## src/hw/rtl/kcs_pkg.sv

```systemverilog
// Shared types, codes and helpers for the keyword category scorer.
package kcs_pkg;

    // Request codes carried in the op field.
    localparam logic [1:0] OP_KEY_CHAR  = 2'd0;
    localparam logic [1:0] OP_KEY_COUNT = 2'd1;
    localparam logic [1:0] OP_TEXT      = 2'd2;

    // Upper bound on results per run, set by the width of result_category.
    localparam int RESULT_LIMIT = 16;

    // One request as it arrives on the input channel.
    typedef struct packed {
        logic [1:0] op;
        logic [3:0] category;
        logic [3:0] keyword;
        logic [4:0] position;
        logic [7:0] char_value;
        logic [4:0] keyword_count;
        logic       end_flag;
    } req_t;

    // One result as it leaves on the output channel.
    typedef struct packed {
        logic [3:0] result_category;
        logic [4:0] score;
        logic       last;
        logic [3:0] best_category;
        logic       found;
    } res_t;

    // Command kinds passed from the front end to the back end.
    typedef enum logic [1:0] {
        CMD_CHAR  = 2'd0,
        CMD_COUNT = 2'd1,
        CMD_TEXT  = 2'd2
    } cmd_kind_t;

    // A classified command as held in the queue.
    typedef struct packed {
        cmd_kind_t  kind;
        logic [3:0] category;
        logic [3:0] keyword;
        logic [4:0] position;
        logic [7:0] char_value;
        logic [4:0] keyword_count;
        logic       end_flag;
    } cmd_t;

    // Fold upper-case ASCII letters to lower case; all other bytes pass.
    function automatic logic [7:0] fold_char(input logic [7:0] c);
        logic [7:0] r;
        r = c;
        if (c >= 8'h41 && c <= 8'h5A)
        begin
            r = c + 8'h20;
        end
        return r;
    endfunction

endpackage

```

## src/hw/rtl/kcs_front.sv

```systemverilog
// Front end: accepts requests, drops ignored ones and classifies the rest.
module kcs_front import kcs_pkg::*; #(
    parameter int CATEGORIES            = 16,
    parameter int KEYWORDS_PER_CATEGORY = 16,
    parameter int KEYWORD_CHARS         = 31
) (
    input  logic req_valid,
    input  req_t req,
    output logic req_stall,
    input  logic q_full,
    output logic push,
    output cmd_t push_data
);

    logic keep;

    // Classify the request and check the load ranges.
    always_comb
    begin
        keep                    = 1'b0;
        push_data.kind          = CMD_TEXT;
        push_data.category      = req.category;
        push_data.keyword       = req.keyword;
        push_data.position      = req.position;
        push_data.char_value    = fold_char(req.char_value);
        push_data.end_flag      = req.end_flag;
        push_data.keyword_count = req.keyword_count;
        if (int'(req.keyword_count) > KEYWORDS_PER_CATEGORY)
        begin
            push_data.keyword_count = 5'(KEYWORDS_PER_CATEGORY);
        end
        case (req.op)
            OP_KEY_CHAR:
            begin
                push_data.kind = CMD_CHAR;
                keep = (int'(req.category) < CATEGORIES)
                    && (int'(req.keyword) < KEYWORDS_PER_CATEGORY)
                    && (int'(req.position) < KEYWORD_CHARS);
            end
            OP_KEY_COUNT:
            begin
                push_data.kind = CMD_COUNT;
                keep = int'(req.category) < CATEGORIES;
            end
            OP_TEXT:
            begin
                push_data.kind = CMD_TEXT;
                keep = 1'b1;
            end
            default:
            begin
                keep = 1'b0;
            end
        endcase
    end

    // The front end only waits when the queue is full.
    assign req_stall = q_full;
    assign push      = req_valid && !q_full && keep;

endmodule

```

## config.mk

```make
export PLATFORM = sky130hd
export DESIGN_NAME = kcs_front
export DESIGN_NICKNAME = d
export VERILOG_FILES = /design/src/hw/rtl/kcs_pkg.sv /design/src/hw/rtl/kcs_front.sv
export SDC_FILE = /design/constraint.sdc
export NUM_CORES = 1
export LEC_CHECK = 0
export ABC_AREA = 0
export BUFFER_PORTS_ARGS = -buffer_cell sky130_fd_sc_hd__buf_4
export CORE_AREA = 2 2 39 41
export DETAILED_ROUTE_END_ITERATION = 16
export DIE_AREA = 0 0 41 43
export PLACE_DENSITY = 0.8
export REMOVE_ABC_BUFFERS = 1
export SYNTH_ARGS = -nofsm -noshare
export SYNTH_HDL_FRONTEND = slang
export SYNTH_SLANG_ARGS = --single-unit
```

## constraint.sdc

```tcl
create_clock -name vclk -period 2.4
set_input_delay 0.36 -clock vclk [all_inputs]
set_output_delay 0.36 -clock vclk [all_outputs]
set_load 0.05 [all_outputs]
```

## Word level (Yosys, flattened, before mapping)

Cells that the tools add are included.
Widths: inputs -> output; s select.

| storage, ports and cells | value |
|---|---|
| register bits | 0 |
| output and inout port bits | 31 |
| logic and storage cells | 17 |

| operators by class | value |
|---|---|
| $add $sub $neg | 1 |
| magnitude comparators | 4 |
| eq/ne operators | 2 |
| muxes and demuxes | 4 |
| reduce and logical (&&, ||, !) cells | 6 |

Operator list:

| kind | number |
|---|---|
| $add 8x6->8 const B | 1 |
| $ge 8x7->1 const B | 1 |
| $le 8x7->1 const B | 1 |
| $mux 8 | 1 |
| $gt 5x5->1 const B | 1 |
| $lt 5x5->1 const B | 1 |
| $mux 5 | 1 |
| $pmux 2 s2 | 1 |
| $logic_and 1x1->1 | 3 |
| $eq 2x1->1 const B | 1 |
| $eq 2x2->1 const B | 1 |
| $logic_not 2->1 | 1 |
| $pmux 1 s2 | 1 |
| $reduce_or 2->1 | 1 |
| $logic_not 1->1 | 1 |

## Logic depth before layout (Yosys ltp)

| logic depth | value |
|---|---|
| depth in word-level cells | 4 |
| depth in mapped cells | 4 |
| depth with buffers taken out | 4 |

## Worst setup path after synthesis

OpenSTA, ideal clock, no wires.

| timing path | value |
|---|---|
| path kind | input-to-output |
| start | input port req[7] in the netlist's numbering |
| end | output port push_data[13] in the netlist's numbering |
| arrival time | 1.769 ns |
| setup slack | 0.271 ns |
| stages on the path | 3 |
| buffers on the path | 0 |
| cell sequence | a21oi_2 > o2bb2ai_2 > o31ai_1 |

RTL lines:

| item | line | source |
|---|---|---|
| from (decl) | kcs_front.sv:8 | `input req_t req,` |
| to (decl) | kcs_front.sv:12 | `output cmd_t push_data` |

==> results.txt <==
----------------------------------------------------
[Finish]
  Net total in the final layout ... 112
  Layout cells sized above 1 ... 0.622
  Leading cell type in the layout, fill and taps excluded ... buf_4
  Post-route insts no fill ... 90
  Inserted Diodes ... 0
  Multi-input combinational cell area ... 188 sq um
  Final-layout clock buffer total ... 0
  Layout filler cell count ... 140
  Sequential cells ... 0
  Highest-count cells in the layout ignoring fill and taps ... buf_4, nand2_1, ha_1
  Register cell area after layout ... 0 sq um
  P&R area growth vs syn ... 55.1%

[STA]
  Worst Hold Slack ... 0.720 ns
  Setup WS post-layout ... approximately 0.73 ns
  RSZ-0062 raised after global routing ... no
  Final critical-path share of the clock period ... 0.696
  Final number of hold-violating endpoints ... 0
  Final critical-path required period ... 1.67 ns
  Final setup violation count ... 0
  Max-Slew Margin vs Limit ... 0.860
  Achievable clock frequency ... 599 MHz
  Setup TNS after final layout ... 0 ns
  Actual slew at the worst max-slew pin ... 0.208 ns
  Final max-slew violation count ... 0

[Global routing]
  Global router's overall resource usage ... 0.0879
  Total overflow reported by the global router ... 0
  Initial antenna violation count ... 0
  Vias in the first global route ... 353
  Pin count of the biggest net entering global routing ... 6
  Wire length of the first global-routing pass ... 1190 um

[Logic synthesis]
  Portion of the post-synthesis area used by sequential elements ... 0
  YS warnings ... 0
  Average footprint of a synthesized cell ... 6.99 sq um
  Post-synthesis instance area ... 357 sq um
  Gate Count Post-Synth ... between 50 and 60
  Unique cell type count in the Yosys netlist ... 16

[Route]
  DR vias/cell ... approximately 4.4
  Starting DRT DRC Count ... 1
  Antenna-violating nets left ... 0
  Drt total wl ... 890 um
  Via count ... 400
  DR pass1 iterations ... 2
  DRC violations left ... 0
  Wire length per cell after detailed routing ... 9.89 um

[Flow run]
  MaxCap Viol Count ... 0

[Setup path]
  Critical path endpoint category ... output pin
  Data arrival, critical path ... 1.31 ns
  WS Path Type ... primary input to output pin
  CP Data Required Time ... around 2.0 ns
  Worst Setup Start Kind ... primary input
  Peak fanout along the critical path ... 4

[Power]
  Maximum ir drop on the vdd rail ... about 0.09 mV
  Overall power after layout ... between 150 and 200 uW
  Clock network fraction of design power ... 0
  Internal Power ... 58.5 uW
  Standby leakage power ... 0.313 nW
  Sw power ... 102 uW
  Power density over the cells ... roughly 290 nW/um^2
  Share of power burned in combinational logic ... 1.000
  Register share of total power ... 0
  Switching power as a share of total power ... 0.636

[Die]
  Area of the die ... 1760 sq um
  Initial cell density of the core ... 0.258
  Die outline height ... roughly 43 um
  Number of placement rows ... 14
  X dimension of the die ... ~41 um
  Io pins ... between 60 and 70
  Placeable Area ... between 1000 and 1500 sq um

[Hold path]
  Path class of the lowest-slack min-delay path ... primary input to output pin

[CTS]
  CTS-repair resized insts ... 0
  Setup Fix Bufs, Post-CTS ... 0
  Number of hold buffers added after CTS ... 0

[Placement]
  Number of buffers inserted by port buffering ... 44
  Routability Congestion ... 0.620
  Placement Setup Slack ... 0.724 ns
  Detailed placement HPWL ... 812 um
  Total instance count after detailed placement ... 90

[Status]
  Status ... completed

----------------------------------------------------
## cells in the mapped netlist
master / instances / area share
nor2_1: 3 / 0.032
ha_1: 5 / 0.18
inv_1: 4 / 0.042
a21oi_1: 1 / 0.014
nor3_1: 1 / 0.014
o41a_1: 1 / 0.032
buf_4: 20 / 0.42
nand2_1: 5 / 0.053
clkbuf_1: 1 / 0.011
o31ai_1: 1 / 0.021
a21oi_2: 1 / 0.025
o2bb2ai_2: 1 / 0.042
o21bai_1: 1 / 0.021
nand3_1: 1 / 0.014
nor2b_1: 4 / 0.070
o21ai_0: 1 / 0.014
## path summary, 6_finish.rpt
| check | start | to | slack [ns] | cells after the start |
|---|---|---|---|---|
| max | req[11] | push_data[12] | 0.73 | 4 |
| min | req[0] | push_data[0] | 0.72 | 0 |
## power by group through the flow
| stage | Clock, mW | Sequential (mW) | Combinational, mW |
|---|---|---|---|
| final | 0 | 0 | 0.161 |
| after global routing | 0 | 0 | 0.170 |
| after CTS | 0 | 0 | 0.162 |
| after detailed placement | 0 | 0 | 0.161 |
| after global placement | 0 | 0 | 0.160 |
| after floorplan | 0 | 0 | 0.0551 |
## through the flow
step | area (sq um) | util
after floorplan | 203 | -
after global placement | 553 | 0.400
after detailed placement | 553 | 0.400
after CTS | 553 | 0.400
after global routing | 553 | 0.400
final | 553 | 0.400
## layout make-up
type	count	share of cell area
inverter	4	0.0271
multi-input combinational	26	0.339
tap	16	0.0362
timing repair buffer	44	0.597
## critical path, cell delays in order
cell    delay, ns
buf_4        0.12
ha_1         0.28
o41a_1       0.36
buf_4        0.19
## cell families (layout without fill, tap and decap cells)
family,count (synthesis),after routing,synth area share
adders and majority gates,5,5,0.175
and+or+nand+nor,14,14,0.182
buffers and inverters,25,48,0.474
AOI/OAI and AO/OA,7,7,0.168
## metal layers
layer | global-route usage | wire length, um | vias to the layer above
li1 | - | - | 192
met1 | 0.0665 | 277 | 160
met2 | 0.169 | 436 | 48
met3 | 0.0681 | 176 | 0
met4 | 0 | 0 | 0
met5 | 0 | 0 | -
Power figures use the tool's default switching activity.
