===== src/hw/rtl/kcs_pkg.sv =====
// Shared types, codes and helpers for the keyword category scorer.
package kcs_pkg;

    // Request codes carried in the op field.
    localparam logic [1:0] OP_KEY_CHAR  = 2'd0;
    localparam logic [1:0] OP_KEY_COUNT = 2'd1;
    localparam logic [1:0] OP_TEXT      = 2'd2;

    // Upper bound on results per run, set by the width of result_category.
    localparam int RESULT_LIMIT = 16;

    // One request as it arrives on the input channel.
    typedef struct packed {
        logic [1:0] op;
        logic [3:0] category;
        logic [3:0] keyword;
        logic [4:0] position;
        logic [7:0] char_value;
        logic [4:0] keyword_count;
        logic       end_flag;
    } req_t;

    // One result as it leaves on the output channel.
    typedef struct packed {
        logic [3:0] result_category;
        logic [4:0] score;
        logic       last;
        logic [3:0] best_category;
        logic       found;
    } res_t;

    // Command kinds passed from the front end to the back end.
    typedef enum logic [1:0] {
        CMD_CHAR  = 2'd0,
        CMD_COUNT = 2'd1,
        CMD_TEXT  = 2'd2
    } cmd_kind_t;

    // A classified command as held in the queue.
    typedef struct packed {
        cmd_kind_t  kind;
        logic [3:0] category;
        logic [3:0] keyword;
        logic [4:0] position;
        logic [7:0] char_value;
        logic [4:0] keyword_count;
        logic       end_flag;
    } cmd_t;

    // Fold upper-case ASCII letters to lower case; all other bytes pass.
    function automatic logic [7:0] fold_char(input logic [7:0] c);
        logic [7:0] r;
        r = c;
        if (c >= 8'h41 && c <= 8'h5A)
        begin
            r = c + 8'h20;
        end
        return r;
    endfunction

endpackage


===== src/hw/rtl/kcs_queue.sv =====
// Two-entry command queue between the front end and the back end.
module kcs_queue import kcs_pkg::*; (
    input  logic clk,
    input  logic rst_n,
    input  logic push,
    input  cmd_t push_data,
    output logic full,
    input  logic pop,
    output logic head_valid,
    output cmd_t head
);

    cmd_t       entry_reg [2];
    logic       wr_ptr_reg, wr_ptr_next;
    logic       rd_ptr_reg, rd_ptr_next;
    logic [1:0] fill_reg, fill_next;

    assign full       = fill_reg == 2'd2;
    assign head_valid = fill_reg != 2'd0;
    assign head       = entry_reg[rd_ptr_reg];

    // Pointer and fill bookkeeping.
    always_comb
    begin
        wr_ptr_next = wr_ptr_reg ^ push;
        rd_ptr_next = rd_ptr_reg ^ pop;
        fill_next   = fill_reg + {1'b0, push} - {1'b0, pop};
    end

    always_ff @(posedge clk or negedge rst_n)
    begin
        if (!rst_n)
        begin
            wr_ptr_reg <= 1'b0;
            rd_ptr_reg <= 1'b0;
            fill_reg   <= 2'd0;
        end
        else
        begin
            wr_ptr_reg <= wr_ptr_next;
            rd_ptr_reg <= rd_ptr_next;
            fill_reg   <= fill_next;
        end
    end

    // Entry storage.
    always_ff @(posedge clk)
    begin
        if (push)
        begin
            entry_reg[wr_ptr_reg] <= push_data;
        end
    end

    // The back end never pops an empty queue, and nothing is pushed when full.
    a_pop_nonempty: assert property (@(posedge clk) disable iff (!rst_n)
        pop |-> head_valid) else $error("queue popped while empty");
    a_push_room: assert property (@(posedge clk) disable iff (!rst_n)
        push |-> !full) else $error("queue pushed while full");

endmodule


===== config.mk =====
export PLATFORM = sky130hd
export DESIGN_NAME = kcs_queue
export DESIGN_NICKNAME = d
export VERILOG_FILES = /design/src/hw/rtl/kcs_pkg.sv /design/src/hw/rtl/kcs_queue.sv
export SDC_FILE = /design/constraint.sdc
export NUM_CORES = 1
export LEC_CHECK = 0
export CAP_MARGIN = 20
export CORE_ASPECT_RATIO = 0.5
export CORE_MARGIN = 2
export CORE_UTILIZATION = 55
export DETAILED_ROUTE_END_ITERATION = 7
export DONT_BUFFER_PORTS = 1
export PLACE_DENSITY = 0.7
export SYNTH_ARGS = -nofsm -noshare
export SYNTH_HDL_FRONTEND = slang
export SYNTH_SLANG_ARGS = --single-unit

===== constraint.sdc =====
create_clock -name clk -period 1.69 [get_ports clk]
set_input_delay 0.169 -clock clk [delete_from_list [all_inputs] [get_ports clk]]
set_output_delay 0.169 -clock clk [all_outputs]
set_load 0.02 [all_outputs]

### Word level (Yosys, flattened, before mapping)

Memories as Yosys holds them, arrays and structs flattened.
Cells that the tools add are included.

| storage, ports and cells | value |
|---|---|
| output and inout bits | 31 |
| bits in registers | 4 |
| memories kept | 1 |
| bits in writable memories | 58 |
| word-level logic and storage cells | 12 |
| input port bits | 33 |

Memories:

| memory | words | width | read ports | clocked after Yosys merged registers in | wr ports | line | text |
|---|---|---|---|---|---|---|---|
| entry_reg | 2 | 29 | 1 | 0 | 1 | kcs_queue.sv:13 | `cmd_t entry_reg [2];` |

| cells by class | value |
|---|---|
| equal/unequal tests | 1 |
| bitwise operators | 2 |
| muxes and demuxes | 2 |
| $add $sub $neg | 2 |
| reductions and logical operators | 1 |

Operator list:

| cell | number |
|---|---|
| adder 2 x 1 -> 2 bit | 1 |
| == test 2 bit (second input constant) | 1 |
| 2-to-1 mux 1 bit | 2 |
| nonzero test 2 bit | 1 |
| subtractor 2 x 1 -> 2 bit | 1 |
| XOR 1 bit | 2 |

### Longest topological paths before layout

Gate-level depths: netlist of run 1.

| logic depth | value |
|---|---|
| depth in word-level cells | 2 |
| depth in mapped cells | 5 |
| depth with buffers taken out | 5 |

### Worst setup path after synthesis of run 1

No wires, ideal clock.

| timing path | value |
|---|---|
| path kind | register -> register |
| from | register wr_ptr_reg |
| to | memory entry_reg[0][0] (netlist bit), enable pin |
| data arrival time | 1170 ps |
| data required time | 1301 ps |
| stages on the path, launching flop included | 3 |
| path slack | 131 ps |
| library setup time | 389 ps |
| clock period less this slack | 1559 ps |
| cells stage by stage | dfrtp_1 -> inv_1 -> ha_1 |

RTL lines:

| what | line | text |
|---|---|---|
| start: declaration | kcs_queue.sv:14 | `logic wr_ptr_reg, wr_ptr_next;` |
| start signal: assignment | kcs_queue.sv:40 | `wr_ptr_reg <= wr_ptr_next;` |
| end: declaration | kcs_queue.sv:13 |  |

No word-level cell before the write port.

==> run metrics, run 1 <==
status=completed; die area=4980 um2; Syn Inst Count=roughly 110; PortBufs=0; setup repair bufs after CTS=0; Max Root-Sink Buffers=2; Slew Viols, Final=0; Die Y=50.9 um; Tcrit/Tclk final=0.907; WHS=22.0 ps; maximum VDD drop=896 uV; max reg flops=58; count of different cell masters after synthesis=10; HPWL after detailed placement=roughly 2.5 mm; fill count=246; initial antenna violation count=0; vias in the first global route=around 1200; net count after synthesis=143; CTS buffer count=9; 1st-iter DRT viols=33; post-synthesis register bit count=62; Req. time, crit path=1520 ps; Synth Cell Area=between 2000 and 2500 um2; crit path buf inv count=1; worst path cell trace=buf_4, mux2_4; LEAKAGE=about 1.2 nW; GRT Total Usage=0.172; Root Buffer=clkbuf_8; CTS clk-pin slew, worst paths=about 60 ps; htree depth=3; Final ANT Viol Nets=0; layout cells sized above 1=0.318; CP Data Arrival Time=1360 ps; routed via count=1071; Crit. End Element=primary output; max cap viols=0; clock sink count=62; width of the chip=97.8 um; Slew @ Worst Pin=401 ps; Pwr Density=1660 nW/um2; DRC errors left=0; Worst-Skew Late Latency=320 ps; DRT Pass-1 Iters=4; slowest stage delay, CP=roughly 370 ps; crit start category=register; Setup CP Type=register to primary output; RSZ-0062 raised after global routing=no; Layout Nets=189; min Tclk post-route=approximately 1500 ps; FMAX=652 MHz; pin count of the biggest net entering global routing=18; clk_skew=~5.7 ps; Finish-stage setup viols=0; Slew HR=0.732; grt ovf=0; Crit Path Max Fanout=17; syn avg cell area=between 20 and 25 um2; WL/cell=18.5 um; row cnt=16; initial core utilization=0.596; YS warnings=0; first-pass GRT wire length=6.13 mm; final setup TNS=0 ps; Routability Congestion=0.712; type of the tightest min-delay check=input pin to register; CP delay by family, top=multiplexers; P&R area growth vs syn=24.0%; final hold vios=0; # diodes=0; CTS tree=done; via/cell ratio=5.08; Core ar.=4060 um2; number of gates resized after cts=0; io pins=64; CP max stage cell=mux2_4; register area share after synthesis=0.761; WL final=3.91 mm
## metal layers
| metal | global-route usage | wire (um) |
|---|---|---|
| met1 | 0.172 | 1560 |
| met2 | 0.309 | 2050 |
| met3 | 0.0903 | 284 |
| met4 | 0.0694 | 15 |
| met5 | 0 | 0 |
## layout by cell type, fill, tap and decap left out
| cell | n |
|---|---|
| buf_4 | 6 |
| bufinv_16 | 1 |
| or2_2 | 1 |
| dfrtp_2 | 1 |
| xor2_1 | 1 |
| ha_1 | 4 |
| dfrtp_1 | 3 |
| mux2_4 | 29 |
| clkinv_1 | 2 |
| clkbuf_1 | 1 |
| clkbuf_8 | 9 |
| clkinv_2 | 3 |
| nor2b_1 | 1 |
| dlygate4sd3_1 | 32 |
| edfxtp_1 | 58 |
| xor3_1 | 1 |
| inv_1 | 4 |
## final timing paths
kind	from	endpoint	slack [ps]	cells after the start
hold / removal	push	wr_ptr_reg$_DFF_PN0_	20	2
setup / recovery	rd_ptr_reg$_DFF_PN0_	head[12]	160	2
max in group asynchronous	rst_n	rd_ptr_reg$_DFF_PN0_	1390	1
hold reg to reg	wr_ptr_reg$_DFF_PN0_	wr_ptr_reg$_DFF_PN0_	610	3
setup reg to reg	fill_reg[0]$_DFF_PN0_	fill_reg[1]$_DFF_PN0_	440	5
min in group asynchronous	rst_n	fill_reg[0]$_DFF_PN0_	120	1
## metrics by stage
| step | setup slack (ps) | cells | total power, mW | cell area, um2 | utilization |
|---|---|---|---|---|---|
| after floorplan | 131 | 106 | 3.60 | 2420 | - |
| after global placement | 524 | 163 | 3.72 | 2500 | 0.615 |
| after detailed placement | 475 | 163 | 3.80 | 2500 | 0.615 |
| after CTS | 125 | 211 | 5.05 | 3000 | 0.739 |
| after global routing | 87.2 | 211 | 5.24 | 3000 | 0.739 |
| final | 157 | 211 | 4.99 | 3000 | 0.739 |
## cell families (layout without fill, tap and decap cells)
| group | after synthesis | after routing | synth area share |
|---|---|---|---|
| DFF | 62 | 62 | 0.761 |
| muxes | 29 | 29 | 0.180 |
| buffers and inverters | 7 | 58 | 0.0202 |
| adders and majority gates | 4 | 4 | 0.0207 |
| xor gates and xnor gates | 2 | 2 | 0.0134 |
| and+or+nand+nor | 2 | 2 | 0.00517 |
## worst register-to-register path, delay by kind of cell, from the launching register on
family	cells	cell delay (ps)
flip-flops	1	360
adder cells (fa/ha/maj)	2	420
buffers and inverters	2	120
XOR/XNOR	1	230
## final cells by class
cell class | count | area (um2) | area share
inverter | 4 | 15.0 | 0.00500
tap | 54 | 67.6 | 0.0225
clock inverter | 6 | 52.6 | 0.0175
multi-input combinational | 37 | 531 | 0.177
clock buffer | 10 | 128 | 0.0425
timing repair buffer | 38 | 365 | 0.122
sequential | 62 | 1840 | 0.614
## repair_timing
item                                   in CTS  in global routing
hold buffers                               32                  0
setup endpoints to repair                   0                  0
endpoints found under the hold margin      64                  0
## synth_stat cells (all sizes together)
cell type	instances	area [um2]
dfrtp	4	100
mux2	29	435
ha	4	50.1
edfxtp	58	1740
or2	1	6.26
xor3	1	23.8
nor2b	1	6.26
buf	3	33.8
inv	4	15.0
xor2	1	8.76
## report_power, final
| group | internal, mW | switching (mW) | total [mW] | leakage (nW) |
|---|---|---|---|---|
| clock | 0.663 | 0.505 | 1.17 | 0.0949 |
| combinational | 0.721 | 0.947 | 1.67 | 0.478 |
| sequential | 2.05 | 0.101 | 2.15 | 0.590 |
Note: power is estimated with default switching activity, not from simulation.
==> inputs of run 2 (changes only) <==
--- a/config.mk
+++ b/config.mk
@@ -7,11 +7,12 @@
 export LEC_CHECK = 0
 export CAP_MARGIN = 20
 export CORE_ASPECT_RATIO = 0.5
-export CORE_MARGIN = 2
 export CORE_UTILIZATION = 55
 export DETAILED_ROUTE_END_ITERATION = 7
 export DONT_BUFFER_PORTS = 1
+export MAX_ROUTING_LAYER = met4
 export PLACE_DENSITY = 0.7
+export RECOVER_POWER = 50
 export SYNTH_ARGS = -nofsm -noshare
 export SYNTH_HDL_FRONTEND = slang
 export SYNTH_SLANG_ARGS = --single-unit
==> run metrics, run 2 (same netlist as run 1, synthesis figures left out) <==
Internal Pwr Total=3.61 mW (+5.1%); Pwr Total=5.16 mW (+3.4%); WL final=3.67 mm (-6.1%); HPWL after detailed placement=2.11 mm (-15%); Post-CTS Hold Fix Bufs=32 (unchanged); htree depth=3 (unchanged); Setup CP Type=register to primary output; max cap viols=0 (unchanged); routed via count=1054 (-1.6%); clk_skew=1.54 ps (-4.21 ps); GRT Total Usage=0.181 (+0.00863); first-pass GRT wire length=5.61 mm (-8.5%); combinational fraction of design power=0.326 (-0.008); LEAKAGE=1.17 nW (+0.19%); Finish-stage setup viols=0 (unchanged); via/cell ratio=5.07 (-0.17%); 1st-iter DRT viols=19 (-42%); DRC errors left=0 (unchanged); Worst-Skew Late Latency=310 ps (about the same); crit start category=register; FMAX=675 MHz (+3.4%); die area=4690 um2 (-5.9%); CTS tree=done; P&R area growth vs syn=25.0%; row cnt=16 (unchanged); maximum VDD drop=1080 uV (+21%); # diodes=0 (unchanged); part of the power in registers=0.417 (-0.014); Slew HR=0.490 (-0.242); layout cells sized above 1=0.305 (-0.0133); min Tclk post-route=1480 ps (-50.9 ps); final hold vios=0 (unchanged); max reg flops=58 (unchanged); DRT Pass-1 Iters=4 (unchanged); most common cell after layout, fill and taps aside=edfxtp_1; Slew Viols, Final=0 (unchanged); io pins=64 (unchanged); final design utilization=0.745 (+0.00616); width of the chip=95.8 um (-2.0%); r2r setup slk=230 ps (-210 ps); WHS=20.6 ps (-1.40 ps); vias in the first global route=1164 (-3.7%); PortBufs=0 (unchanged); area occupied by multi-input gates=531 um2 (unchanged); Die Y=48.9 um (-3.9%); clock sink count=62 (unchanged); Root Buffer=clkbuf_8; number of gates resized after cts=0 (unchanged); Req. time, crit path=1520 ps (about the same); setup repair bufs after CTS=0 (unchanged); Slew @ Worst Pin=765 ps (+363 ps); RSZ-0062 raised after global routing=no; Routability Congestion=0.751 (+5.6%); final setup TNS=0 ps (unchanged); status=completed; Psw=1.55 mW (-0.38%); pin count of the biggest net entering global routing=31 (+13); initial core utilization=0.596 (unchanged); Pwr Density=1700 nW/um2 (+2.6%); Max Root-Sink Buffers=2 (unchanged); Net Sw Frac=0.300 (-0.0114); CTS clk-pin slew, worst paths=60 ps (about the same); Layout Nets=186 (-1.6%); Seq. cell area=1840 um2 (unchanged); type of the tightest min-delay check=input pin to register; WL/cell=17.6 um (-4.8%); Crit Path Max Fanout=30 (+13); Tcrit/Tclk final=0.877 (-0.0301); Final ANT Viol Nets=0 (unchanged); grt ovf=0 (unchanged); Crit. End Element=primary output; fill count=234 (-4.9%); CTS buffer count=9 (unchanged); CP Data Arrival Time=1310 ps (-50 ps); initial antenna violation count=0 (unchanged); commonest cells after routing, fill and taps aside=edfxtp_1 (58), dlygate4sd3_1 (32), mux2_4 (29), clkbuf_8 (9); Core ar.=4060 um2 (unchanged); Clock power frac=0.257 (+0.023)
==> run 2: power groups by stage <==
stage / registers (mW) / clock network [mW] / logic [mW]
final: 2.15 / 1.32 / 1.68
after global routing: 2.19 / 1.42 / 1.78
after CTS: 2.15 / 1.35 / 1.72
after detailed placement: 2.18 / 0 / 1.65
after global placement: 2.16 / 0 / 1.60
after floorplan: 2.16 / 0 / 1.44
==> run 2: area by class of cell <==
type	instances	area share
inverters	4	0.00496
multi-input cells	37	0.175
flip-flops and latches	62	0.609
well taps	54	0.0223
clock inverters	5	0.0244
repair buffers	35	0.121
clock buffers	11	0.0434
==> run 2: worst max-delay path, cell delays in order (launching register included) <==
cell and delay [ps]:
dfrtp_2 370, buf_12 230, mux2_4 370
==> run 2: final timing paths <==
check / from / to / cells after the start
min in group asynchronous: rst_n / fill_reg[1]$_DFF_PN0_ / 1
hold / removal: push / wr_ptr_reg$_DFF_PN0_ / 2
setup / recovery: rd_ptr_reg$_DFF_PN0_ / head[3] / 2
max in group asynchronous: rst_n / rd_ptr_reg$_DFF_PN0_ / 1
setup reg to reg: wr_ptr_reg$_DFF_PN0_ / entry_reg[1][7]$_DFFE_PP_ / 2
hold reg to reg: wr_ptr_reg$_DFF_PN0_ / wr_ptr_reg$_DFF_PN0_ / 3
==> run 2: layer usage <==
layer / up-vias / part of all wire / track usage
li1: 495 / - / -
met1: 515 / 0.41 / 0.189
met2: 40 / 0.52 / 0.317
met3: 4 / 0.055 / 0.0670
met4: 0 / 0.011 / 0.0622
met5: - / 0 / -
==> run 2: per-stage QoR <==
step	worst slack, ps	std cells	area (um2)
2_1_floorplan	131	106	2420
3_3_place_gp	546	160	2520
3_5_place_dp	480	160	2520
4_1_cts	189	208	3040
5_1_grt	127	208	3030
6_report	208	208	3030
